**src/hw/rtl/pwmm_pkg.sv**
```systemverilog
// ---------------------------------------------------------------------------
// pwmm_pkg: shared constants for the PWM input period and duty meter
// Field widths, action and register codes, reset values of the registers.
// ---------------------------------------------------------------------------
package pwmm_pkg;

	// Field and datapath widths
	localparam int TIMER_W    = 16;  // capture timestamps, wrap at 2^TIMER_W
	localparam int OVF_W      = 16;  // saturating overflow counter
	localparam int TOP_W      = 16;  // counter_top register
	localparam int TPS_W      = 24;  // ticks_per_second register
	localparam int TIME_W     = 32;  // high or low time in ticks
	localparam int PERIOD_W   = TIME_W + 1;
	localparam int DUTY_NUM_W = TIME_W + 7;  // high time times the duty scale
	localparam int FREQ_W     = 24;
	localparam int DUTY_W     = 7;
	localparam int ACT_W      = 2;
	localparam int CFG_IDX_W  = 2;
	localparam int CFG_DATA_W = 24;
	localparam int IN_DATA_W  = 16;
	localparam int OUT_DATA_W = 32;

	localparam logic [DUTY_W-1:0] DUTY_SCALE = 7'd100;

	// Action codes carried in the input tuser
	localparam logic [ACT_W-1:0] ACT_START    = 2'd0;
	localparam logic [ACT_W-1:0] ACT_EDGE     = 2'd1;
	localparam logic [ACT_W-1:0] ACT_OVERFLOW = 2'd2;

	// Configuration register indexes
	localparam logic [CFG_IDX_W-1:0] REG_COUNTER_TOP = 2'd0;
	localparam logic [CFG_IDX_W-1:0] REG_TICKS_PER_S = 2'd1;

	// Register reset values
	localparam logic [TOP_W-1:0] COUNTER_TOP_RST = 16'd65535;
	localparam logic [TPS_W-1:0] TICKS_RST       = 24'd1000000;

endpackage

```
**src/hw/rtl/pwmm_div.sv**
```systemverilog
// ---------------------------------------------------------------------------
// pwmm_div: bit-serial restoring divider
// Takes one dividend bit per cycle, most significant first, and keeps the
// low QUO_W bits of the quotient. Busy stays high until all NUM_W bits are in.
// ---------------------------------------------------------------------------
module pwmm_div #(
	parameter int NUM_W = 24,
	parameter int DEN_W = 33,
	parameter int QUO_W = 24
) (
	input  logic             clk,
	input  logic             arst_n,
	input  logic             start,
	input  logic [NUM_W-1:0] numer,
	input  logic [DEN_W-1:0] denom,
	output logic             busy,
	output logic [QUO_W-1:0] quotient
);

	localparam int CNT_W = $clog2(NUM_W + 1);

	logic [NUM_W-1:0] num_q;
	logic [DEN_W-1:0] den_q;
	logic [DEN_W-1:0] rem_q;
	logic [QUO_W-1:0] quo_q;
	logic [CNT_W-1:0] cnt_q;
	logic             busy_q;

	logic [DEN_W:0]   trial;
	logic [DEN_W-1:0] diff;
	logic             fits;

	// Shift the next dividend bit into the partial remainder and test it;
	// when it fits the difference is below the divisor, so its low bits suffice
	always_comb begin
		trial = {rem_q, num_q[NUM_W-1]};
		diff  = trial[DEN_W-1:0] - den_q;
		fits  = (trial >= {1'b0, den_q});
	end

	// Control: count down one step per cycle
	always_ff @(posedge clk or negedge arst_n) begin
		if (!arst_n) begin
			busy_q <= 1'b0;
			cnt_q  <= '0;
		end else if (start) begin
			busy_q <= 1'b1;
			cnt_q  <= CNT_W'(NUM_W);
		end else if (busy_q) begin
			cnt_q <= cnt_q - 1'b1;
			if (cnt_q == CNT_W'(1)) begin
				busy_q <= 1'b0;
			end
		end
	end

	// Datapath: remainder, dividend shifter and quotient shifter
	always_ff @(posedge clk) begin
		if (start) begin
			num_q <= numer;
			den_q <= denom;
			rem_q <= '0;
			quo_q <= '0;
		end else if (busy_q) begin
			num_q <= {num_q[NUM_W-2:0], 1'b0};
			rem_q <= fits ? diff : trial[DEN_W-1:0];
			quo_q <= {quo_q[QUO_W-2:0], fits};
		end
	end

	assign busy     = busy_q;
	assign quotient = quo_q;

endmodule

```
**src/hw/rtl/pwm_input_period_duty_meter_core.sv**
```systemverilog
// ---------------------------------------------------------------------------
// pwm_input_period_duty_meter_core: PWM period and duty meter
// Sequences capture edges and overflow ticks, then computes frequency and
// duty of one measured PWM period.
// ---------------------------------------------------------------------------
// Start, overflow and the first two capture edges are taken without stalling
// the input and produce no word. The third capture edge closes the period and
// holds the input while a bit-serial shift-add multiplier forms overflows
// times counter_top for the high and low parts, the high and low times and
// the period are summed, the period is checked for zero, and, unless it is
// zero, two bit-serial dividers work out the frequency and the duty side by
// side. The result word then sits in the output register; the input is taken
// again as soon as that register is loaded. Configuration writes are taken in
// any cycle and must only be issued while no measurement is being computed.
module pwm_input_period_duty_meter_core (
	input  logic                                clk,
	input  logic                                arst_n,
	// Input stream
	input  logic                                s_axis_tvalid,
	output logic                                s_axis_tready,
	input  logic [pwmm_pkg::IN_DATA_W-1:0]      s_axis_tdata,  // [15:0] capture_value
	input  logic [pwmm_pkg::ACT_W-1:0]          s_axis_tuser,  // [1:0] action
	// Result stream
	output logic                                m_axis_tvalid,
	input  logic                                m_axis_tready,
	output logic [pwmm_pkg::OUT_DATA_W-1:0]     m_axis_tdata,  // [23:0] frequency_hz,
	                                                           // [30:24] duty_percent,
	                                                           // [31] zero pad
	output logic                                m_axis_tuser,  // [0] zero_period_error
	// Configuration writes
	input  logic                                cfg_valid,
	output logic                                cfg_ready,
	input  logic [pwmm_pkg::CFG_IDX_W-1:0]      cfg_index,
	input  logic [pwmm_pkg::CFG_DATA_W-1:0]     cfg_data
);

	localparam int TW  = pwmm_pkg::TIMER_W;
	localparam int OW  = pwmm_pkg::OVF_W;
	localparam int TMW = pwmm_pkg::TIME_W;
	localparam int PW  = pwmm_pkg::PERIOD_W;
	localparam int NW  = pwmm_pkg::DUTY_NUM_W;
	localparam int MCW = $clog2(OW);

	// Measurement phases
	localparam logic [1:0] PH_RISE  = 2'd0;
	localparam logic [1:0] PH_FALL  = 2'd1;
	localparam logic [1:0] PH_CLOSE = 2'd2;
	localparam logic [1:0] PH_IDLE  = 2'd3;

	// Sequencer states
	localparam logic [2:0] ST_IN  = 3'd0;
	localparam logic [2:0] ST_MUL = 3'd1;
	localparam logic [2:0] ST_SUM = 3'd2;
	localparam logic [2:0] ST_PER = 3'd3;
	localparam logic [2:0] ST_CHK = 3'd4;
	localparam logic [2:0] ST_DIV = 3'd5;
	localparam logic [2:0] ST_OUT = 3'd6;

	logic [2:0]                   state_q;
	logic [1:0]                   phase_q;
	logic [pwmm_pkg::TOP_W-1:0]   counter_top_q;
	logic [pwmm_pkg::TPS_W-1:0]   ticks_q;
	logic [TW-1:0]                rise_q;
	logic [TW-1:0]                fall_q;
	logic [OW-1:0]                ovf_q;
	logic [OW-1:0]                high_ovf_q;

	logic [TMW-1:0]               mcand_q;
	logic [OW-1:0]                hi_mplier_q;
	logic [OW-1:0]                lo_mplier_q;
	logic [TMW-1:0]               hi_acc_q;
	logic [TMW-1:0]               lo_acc_q;
	logic [MCW-1:0]               mul_cnt_q;
	logic [TW-1:0]                hi_diff_q;
	logic [TW-1:0]                lo_diff_q;
	logic [TMW-1:0]               high_q;
	logic [TMW-1:0]               low_q;
	logic [PW-1:0]                period_q;
	logic [NW-1:0]                duty_num_q;

	logic [pwmm_pkg::FREQ_W-1:0]  res_freq_q;
	logic [pwmm_pkg::DUTY_W-1:0]  res_duty_q;
	logic                         res_err_q;

	logic                         out_valid_q;
	logic [pwmm_pkg::FREQ_W-1:0]  out_freq_q;
	logic [pwmm_pkg::DUTY_W-1:0]  out_duty_q;
	logic                         out_err_q;

	logic                         in_fire;
	logic                         div_start;
	logic                         freq_busy;
	logic                         duty_busy;
	logic [pwmm_pkg::FREQ_W-1:0]  freq_quo;
	logic [pwmm_pkg::DUTY_W-1:0]  duty_quo;
	logic                         out_free;
	logic                         close_edge;

	assign s_axis_tready = (state_q == ST_IN);
	assign in_fire       = s_axis_tvalid && s_axis_tready;
	assign cfg_ready     = 1'b1;
	assign out_free      = !out_valid_q || m_axis_tready;
	assign div_start     = (state_q == ST_CHK) && (period_q != '0);
	assign close_edge    = in_fire && (s_axis_tuser == pwmm_pkg::ACT_EDGE) &&
	                       (phase_q == PH_CLOSE);

	// Configuration registers
	always_ff @(posedge clk or negedge arst_n) begin
		if (!arst_n) begin
			counter_top_q <= pwmm_pkg::COUNTER_TOP_RST;
			ticks_q       <= pwmm_pkg::TICKS_RST;
		end else if (cfg_valid && cfg_ready) begin
			unique case (cfg_index)
				pwmm_pkg::REG_COUNTER_TOP: counter_top_q <= cfg_data[pwmm_pkg::TOP_W-1:0];
				pwmm_pkg::REG_TICKS_PER_S: ticks_q       <= cfg_data;
				default: ;
			endcase
		end
	end

	// Edge sequencer: phase, timestamps and overflow counting
	always_ff @(posedge clk or negedge arst_n) begin
		if (!arst_n) begin
			phase_q    <= PH_IDLE;
			rise_q     <= '0;
			fall_q     <= '0;
			ovf_q      <= '0;
			high_ovf_q <= '0;
		end else if (in_fire) begin
			case (s_axis_tuser)
				pwmm_pkg::ACT_START: begin
					phase_q <= PH_RISE;
					ovf_q   <= '0;
				end
				pwmm_pkg::ACT_OVERFLOW: begin
					if (phase_q != PH_IDLE && ovf_q != '1) begin
						ovf_q <= ovf_q + 1'b1;
					end
				end
				pwmm_pkg::ACT_EDGE: begin
					case (phase_q)
						PH_RISE: begin
							rise_q  <= s_axis_tdata[TW-1:0];
							ovf_q   <= '0;
							phase_q <= PH_FALL;
						end
						PH_FALL: begin
							fall_q     <= s_axis_tdata[TW-1:0];
							high_ovf_q <= ovf_q;
							ovf_q      <= '0;
							phase_q    <= PH_CLOSE;
						end
						PH_CLOSE: phase_q <= PH_IDLE;
						default: ;
					endcase
				end
				default: ;
			endcase
		end
	end

	// Compute sequencer
	always_ff @(posedge clk or negedge arst_n) begin
		if (!arst_n) begin
			state_q   <= ST_IN;
			mul_cnt_q <= '0;
		end else begin
			unique case (state_q)
				ST_IN: begin
					if (close_edge) begin
						state_q   <= ST_MUL;
						mul_cnt_q <= '0;
					end
				end
				ST_MUL: begin
					mul_cnt_q <= mul_cnt_q + 1'b1;
					if (mul_cnt_q == MCW'(OW - 1)) begin
						state_q <= ST_SUM;
					end
				end
				ST_SUM: state_q <= ST_PER;
				ST_PER: state_q <= ST_CHK;
				ST_CHK: state_q <= (period_q == '0) ? ST_OUT : ST_DIV;
				ST_DIV: begin
					if (!freq_busy && !duty_busy) begin
						state_q <= ST_OUT;
					end
				end
				ST_OUT: begin
					if (out_free) begin
						state_q <= ST_IN;
					end
				end
				default: state_q <= ST_IN;
			endcase
		end
	end

	// Datapath: shift-add products, part times, period and duty numerator
	always_ff @(posedge clk) begin
		if (close_edge) begin
			mcand_q     <= TMW'(counter_top_q);
			hi_mplier_q <= high_ovf_q;
			lo_mplier_q <= ovf_q;
			hi_acc_q    <= '0;
			lo_acc_q    <= '0;
			hi_diff_q   <= fall_q - rise_q;
			lo_diff_q   <= s_axis_tdata[TW-1:0] - fall_q;
		end
		if (state_q == ST_MUL) begin
			if (hi_mplier_q[0]) begin
				hi_acc_q <= hi_acc_q + mcand_q;
			end
			if (lo_mplier_q[0]) begin
				lo_acc_q <= lo_acc_q + mcand_q;
			end
			mcand_q     <= {mcand_q[TMW-2:0], 1'b0};
			hi_mplier_q <= {1'b0, hi_mplier_q[OW-1:1]};
			lo_mplier_q <= {1'b0, lo_mplier_q[OW-1:1]};
		end
		if (state_q == ST_SUM) begin
			high_q <= hi_acc_q + TMW'(hi_diff_q);
			low_q  <= lo_acc_q + TMW'(lo_diff_q);
		end
		if (state_q == ST_PER) begin
			period_q   <= PW'(high_q) + PW'(low_q);
			duty_num_q <= NW'(high_q) * NW'(pwmm_pkg::DUTY_SCALE);
		end
		// Collect the result: zero period, or the divider quotients
		if (state_q == ST_CHK && period_q == '0) begin
			res_freq_q <= '0;
			res_duty_q <= '0;
			res_err_q  <= 1'b1;
		end
		if (state_q == ST_DIV && !freq_busy && !duty_busy) begin
			res_freq_q <= freq_quo;
			res_duty_q <= duty_quo;
			res_err_q  <= 1'b0;
		end
	end

	// Frequency: ticks per second over the period
	pwmm_div #(
		.NUM_W (pwmm_pkg::TPS_W),
		.DEN_W (PW),
		.QUO_W (pwmm_pkg::FREQ_W)
	) u_freq_div (
		.clk      (clk),
		.arst_n   (arst_n),
		.start    (div_start),
		.numer    (ticks_q),
		.denom    (period_q),
		.busy     (freq_busy),
		.quotient (freq_quo)
	);

	// Duty: high time times the scale over the period
	pwmm_div #(
		.NUM_W (NW),
		.DEN_W (PW),
		.QUO_W (pwmm_pkg::DUTY_W)
	) u_duty_div (
		.clk      (clk),
		.arst_n   (arst_n),
		.start    (div_start),
		.numer    (duty_num_q),
		.denom    (period_q),
		.busy     (duty_busy),
		.quotient (duty_quo)
	);

	// Output register: load in the output state, drop when taken
	always_ff @(posedge clk or negedge arst_n) begin
		if (!arst_n) begin
			out_valid_q <= 1'b0;
		end else if (state_q == ST_OUT && out_free) begin
			out_valid_q <= 1'b1;
		end else if (m_axis_tready) begin
			out_valid_q <= 1'b0;
		end
	end

	always_ff @(posedge clk) begin
		if (state_q == ST_OUT && out_free) begin
			out_freq_q <= res_freq_q;
			out_duty_q <= res_duty_q;
			out_err_q  <= res_err_q;
		end
	end

	assign m_axis_tvalid = out_valid_q;
	assign m_axis_tdata  = {1'b0, out_duty_q, out_freq_q};
	assign m_axis_tuser  = out_err_q;

endmodule

```
**config.mk**
```make
export PLATFORM = sky130hd
export DESIGN_NAME = pwm_input_period_duty_meter_core
export DESIGN_NICKNAME = d
export VERILOG_FILES = /design/src/hw/rtl/pwmm_pkg.sv /design/src/hw/rtl/pwmm_div.sv /design/src/hw/rtl/pwm_input_period_duty_meter_core.sv
export SDC_FILE = /design/constraint.sdc
export NUM_CORES = 2
export LEC_CHECK = 0
export BUFFER_PORTS_ARGS = -buffer_cell sky130_fd_sc_hd__buf_4
export CORE_MARGIN = 1
export CORE_UTILIZATION = 50
export DETAILED_ROUTE_END_ITERATION = 16
export PLACE_DENSITY = 0.66
export SLEW_MARGIN = 20
export SYNTH_ARGS = -nofsm -noshare
export SYNTH_HDL_FRONTEND = slang
export SYNTH_SLANG_ARGS = --single-unit
```
**constraint.sdc**
```tcl
create_clock -name clk -period 6.7 [get_ports clk]
set_clock_uncertainty 0.05 [all_clocks]
set_input_delay 1.34 -clock clk [delete_from_list [all_inputs] [get_ports clk]]
set_output_delay 1.34 -clock clk [all_outputs]
set_load 0.005 [all_outputs]
```
# Word level (Yosys, flattened, before mapping)

Cells that the tools add are included.

Output and inout bits: 36
Register bits after elaboration: 677

Magnitude comparators: 2
Add/sub/neg operators: 13
Multiply operators: 1
Equality and inequality tests: 23
Mux-type cells: 47
Reduce and logical (&&, ||, !) cells: 37

Operators with widths:

| operator                                                              | number |
|---|---|
| 32-bit two-way mux                                                    | 8 |
| 24-bit two-way mux                                                    | 4 |
| 39-bit two-way mux                                                    | 2 |
| 34-bit by 33-bit >= comparator with 1-bit output                      | 2 |
| 33-bit two-way mux                                                    | 2 |
| 33-bit subtractor                                                     | 2 |
| 32-bit by 16-bit adder with 32-bit output                             | 2 |
| 32-bit adder                                                          | 2 |
| 15-bit two-way mux                                                    | 4 |
| 16-bit one-hot mux with 3 select lines                                | 1 |
| 32-bit by 5-bit multiplier with 37-bit output (second input constant) | 1 |
| 32-bit by 32-bit adder with 33-bit output                             | 1 |
| 33-bit logical NOT                                                    | 1 |
| 33-bit nonzero test                                                   | 1 |
| 16-bit two-way mux                                                    | 2 |
| 16-bit subtractor                                                     | 2 |
| 3-bit one-hot mux with 7 select lines                                 | 1 |
| 16-bit by 1-bit adder with 16-bit output (second input constant)      | 1 |
| 16-bit inequality test (second input constant)                        | 1 |
| 7-bit two-way mux                                                     | 2 |
| 2-bit nonzero test                                                    | 7 |
| 3-bit two-way mux                                                     | 4 |
| 6-bit two-way mux                                                     | 2 |
| 2-bit inequality test (second input constant)                         | 6 |
| other kinds (30)                                                      | 62 |

# Longest topological paths before layout

Depth after elaboration: 7
Mapped depth: 16
Mapped depth without buffers: 16

# Hierarchy

From an unflattened synthesis, not the netlist that was laid out.

Cell total of the unflattened synthesis: 4,007
Area, all modules: 41,474.8 µm²

Modules (own cells, without submodules):

| module                           | cells each | area an instance (µm²) | times used |
|---|---|---|---|
| pwm_input_period_duty_meter_core | 2,647      | 28,000.6               | 1 |
| pwmm_div at u_freq_div           | 703        | 6,797.8                | 1 |
| pwmm_div at u_duty_div           | 657        | 6,676.4                | 1 |

# Least setup slack after synthesis

OpenSTA, ideal clock, no wires.

Kind: register to register
From: reg state_q[1]
To: reg state_q[1]
Arrival time: 5.840 ns
Library setup time: 0.066 ns
Stages on the path, launching flop included: 5
Clock period less this slack: 5.956 ns
Setup slack: 0.744 ns
Cell sequence: dfrtp_1 -> clkbuf_1 -> nor3b_1 -> nand2b_1 -> a22o_1

Word-level cells in the longest chain between the ends: 6

RTL lines:

| what                                                              | line                                                                            | source |
|---|---|---|
| from (decl)                                                       | pwm_input_period_duty_meter_core.sv:59                                          | `logic [2:0] state_q;` |
| from (signal assigned)                                            | pwm_input_period_duty_meter_core.sv:183                                         | `ST_CHK: state_q <= (period_q == '0) ? ST_OUT : ST_DIV;` |
| 3-bit logical NOT                                                 | pwm_input_period_duty_meter_core.sv:99, pwm_input_period_duty_meter_core.sv:168 |  |
| 1-bit logical AND                                                 | pwm_input_period_duty_meter_core.sv:100                                         | `assign in_fire = s_axis_tvalid && s_axis_tready;` |
| 1-bit logical AND (2 in a row)                                    | pwm_input_period_duty_meter_core.sv:104                                         | `assign close_edge = in_fire && (s_axis_tuser == pwmm_pkg::ACT_EDGE) &&` |
| 2-bit by 1-bit inequality test with 1-bit output (no source line) | -                                                                               |  |
| 4-bit AND reduction (no source line)                              | -                                                                               |  |

Several ways; a longest one is shown, not always the timed one.
A chain may end at the register's enable or synchronous reset.

# Worst setup path after layout

From: reg high_q[1]
To: reg duty_num_q[38], data pin

Word-level cells in the longest chain between the ends: 1

RTL lines:

| what                                          | line                                    | source |
|---|---|---|
| from (decl)                                   | pwm_input_period_duty_meter_core.sv:76  | `logic [TMW-1:0] high_q;` |
| from (signal assigned)                        | pwm_input_period_duty_meter_core.sv:222 | `high_q <= hi_acc_q + TMW'(hi_diff_q);` |
| 32-bit by 5-bit multiplier with 37-bit output | pwm_input_period_duty_meter_core.sv:227 | `duty_num_q <= NW'(high_q) * NW'(pwmm_pkg::DUTY_SCALE);` |
| to (signal assigned)                          | pwm_input_period_duty_meter_core.sv:227 |  |
| to (decl)                                     | pwm_input_period_duty_meter_core.sv:79  | `logic [NW-1:0] duty_num_q;` |

No other way between the ends.

==> summary.md <==
| Metric | Value |
|---|---|
| Slowest-stage cell, CP | o31ai_1 |
| Crit path DAT | approximately 5 ns |
| Share of the synthesized area in the top cell type | 29.34% |
| # nets final | 4381 |
| Die Wd | approximately 280 um |
| Final antenna-violating net count | 0 |
| Post-Syn Nets | around 4.3k |
| CTS root buf | clkbuf_16 |
| Fin crit share | between 70% and 80% |
| Critical-path cell list | ha_1, ha_1, ha_1, inv_1, fa_1, nor2b_1, o21ai_1, a21o_1, a2111o_1, a31oi_1, o211ai_1, o31ai_1, a221o_1, a21oi_1, xnor2_1 |
| Die height | 282.4 um |
| Critical Path RT | roughly 7 ns |
| R2R Path Start | high_q[1] |
| Type of origin of the critical path | flip-flop |
| Clock tree buffer depth | 3 |
| Number of synthesized flops with an enable pin | 384 |
| Adder-Cell Fraction of Synth Area | around an eighth |
| CTS Buf Count | between 70 and 80 |
| Worst VDD drop | between 0.2 and 0.25 mV |
| Core Region | approximately 78000 um^2 |
| Tmin final | 4.696 ns |
| Top FF cell, synth | edfxtp_1 |
| Vias per cell | between 5 and 6 |
| Reg2Reg Capture Point | duty_num_q[38] |
| Reg2Reg Depth | 15 |
| Synth Cell Area | around 39000 um^2 |
| Layout area overhead | 10.84% |
| Fin. max-slew vios | 0 |
| Hold Fails Final Rpt | 0 |
| Reg2Reg Setup Slack | 2.00 ns |
| First-pass GRT wire length | 141.1 mm |
| Post-synthesis register bit count | between 600 and 700 |
| Row count | 102 |
| Pin slew with the least headroom to its limit | 0.9814 ns |
| Cells after synthesis | ~3.9k |
| Max-Cap Viols | 0 |
| # setup viols final | 0 |
| # resized after CTS | 0 |
| Slew HR | approximately a third |
| Fmax | about 210 MHz |
| Initial antenna violation count | 2 |
| Commonest non-fill, non-tap cells in the layout | 500 x nand2_1, 384 x edfxtp_1, 332 x ha_1, 274 x inv_1, 241 x nor2_1 |
| Worst Setup End Kind | flip-flop |
| Compound-Gate Fraction of Synth Area | around 14% |
| Largest net degree at the start of global routing | 76 |
| Vias | 27.80k |
| GR Util All Layers | between 20% and 30% |
| GR Overflow Total | 0 |
| Register area share after synthesis | between 40% and 50% |
| DP HPWL | ~65 mm |
| Fraction of synthesized area in multiplexers | between 4 and 5% |
| Clk slew on worst S/H paths | roughly 0.060 ns |
| DRT Pass-1 Iters | 5 |
| Tot Pwr | approximately 12 mW |
| Largest family of logic cells by synthesized area | compound AO/OA/AOI/OAI gates |
| Layout cells sized above 1 | about a tenth |
| Final wirelength | 87.27 mm |
| Initial Util | approximately half |
| Final Core Density | a little under three fifths |
| Synth async-reset ratio | a little under a fifth |
| CP delay by family, top | compound AO/OA/AOI/OAI gates |
| Worst setup path class | flip-flop to flip-flop |
| Worst setup path startpoint | high_q[1] |
| Post-place setup slack | approximately 2.1 ns |
| Crit path max fanout | 5 |
| Leading cell type in the layout, fill and taps excluded | nand2_1 |
| RSZ-0062 raised after global routing | false |
| # DRC | 0 |
| Clk sinks | between 600 and 700 |
| Die area | around 80000 um^2 |
| Synth Area in XOR/XNOR | 5.459% |
| # fillers | a little under 7k |
| CP bufs+invs | 1 |
| Simple-Gate Fraction of Synth Area | 13.59% |
| Placed Cells | between 4k and 5k |
| Clock Latency Late Sink | around 0.64 ns |
| Synth area leader | edfxtp_1 |
| Worst Hold Class | flip-flop to flip-flop |
| Most frequent cell on the critical path | ha_1 |
| Final std cells w/o fill | 5067 |
| Initial DRC count | approximately 1.4k |
| Vias in the first global route | ~27k |
| Status | finished clean |
| I/O pin cnt | 85 |
| Cts hold-fix bufs | 0 |
| RePlAce Congestion | ~0.9 |
| Yosys warning count | 0 |
| Port Buf Inserts | roughly 80 |
| Final WS setup | roughly 2 ns |
| Distinct cells, synth | 90 |
| Drt wl/cell | 17.22 um |
| Area of the multi-input gates | 19730 um^2 |
| CP endpoint | duty_num_q[38] |
| H-tree depth | 3 |
| Setup_tns | 0 ns |
| Min Hold Slack | 0.3684 ns |
| CP max stage delay | 0.51 ns |
| TritonCTS clock tree | built |
| Sequential cell area | roughly 18000 um^2 |
| Pwr dens | 283.9 nW/um^2 |
| Ant. Diodes | 0 |
| Syn_area_per_cell | 10.08 um^2 |
| # Post-CTS Setup Buffers | 0 |
| Ranking of synthesized cells by area | edfxtp_1 29%, ha_1 11%, dfxtp_1 8.4% |
| Design area | 43570 um^2 |
| Crit path depth | 15 |
| Dpl cell area | just over 40000 um^2 |
| Leak | 18.76 nW |
-- kinds of logic (layout without fill, tap and decap cells) --
logic type	after synthesis	count (layout)
AOI/OAI and AO/OA	863	863
xor gates and xnor gates	245	245
adders and majority gates	368	368
buffers and inverters	402	530
DFF	676	676
muxes	171	171
other	2	2
and+or+nand+nor	1172	1172
-- Yosys cell counts (18+ instances only) --
library cell	number
and3_1	42
a21oi_1	222
o211ai_1	19
nand2b_1	31
o21ai_0	227
a21o_1	118
nand2_1	501
and2_1	59
inv_1	277
fa_1	36
a22o_1	18
mux2_2	86
a31oi_1	24
edfxtp_1	384
dfstp_2	25
clkbuf_1	106
nand3_1	94
a211oi_1	40
o21bai_1	24
ha_1	332
nor2b_1	39
nor4_1	18
xor2_1	99
nand4_1	35
nor2_1	244
o21a_1	26
xnor2_1	146
o31ai_1	20
dfrtp_1	102
or3_1	18
dfxtp_1	165
nor3_1	47
mux2i_1	85
-- power by group --
part / switching (mW) / internal [mW]
Sequential: 0.238 / 4.84
Clock: 1.75 / 2.56
Combinational: 1.73 / 1.26
-- area by class of cell --
cell class,count,area share [%]
Clock inverter,37,1.143
Inverter,277,2.392
Sequential cell,676,41.43
Tap cell,1040,2.987
Clock buffer,103,4.804
Timing Repair Buffer,113,1.956
Multi-Input combinational cell,2821,45.29
-- how the worst min path moves through the flow --
stage	cells past startpoint	end	slack, ns	from
after floorplan	0	out_duty_q[0]	0.35	res_duty_q[0]
after global placement	0	out_freq_q[5]	0.35	res_freq_q[5]
after detailed placement	0	out_freq_q[5]	0.36	res_freq_q[5]
after CTS	0	out_freq_q[5]	0.37	res_freq_q[5]
after global routing	0	out_duty_q[5]	0.37	res_duty_q[5]
final	0	out_freq_q[21]	0.37	res_freq_q[21]
-- sequential cells by signal, summed over array words and instances (netlist names), 24 cells and up --
name / count
u_freq_div.rem_q: 33
u_freq_div.quotient: 24
u_duty_div.den_q: 33
low_q: 32
res_freq_q: 24
out_freq_q: 24
high_q: 32
u_freq_div.num_q: 24
ticks_q: 24
lo_acc_q: 32
period_q: 33
duty_num_q: 37
mcand_q: 32
hi_acc_q: 32
u_duty_div.num_q: 37
u_duty_div.rem_q: 33
-- layer usage --
layer / GRT usage (%) / part of all wire, % / wire [um]
met5: 0 / 0 / 0
met4: 8.870 / 3.9 / 3426
met3: 2.445 / 2.9 / 2525
met2: 39.13 / 49 / 43080
met1: 27.47 / 44 / 38240
Power figures use the tool's default switching activity.
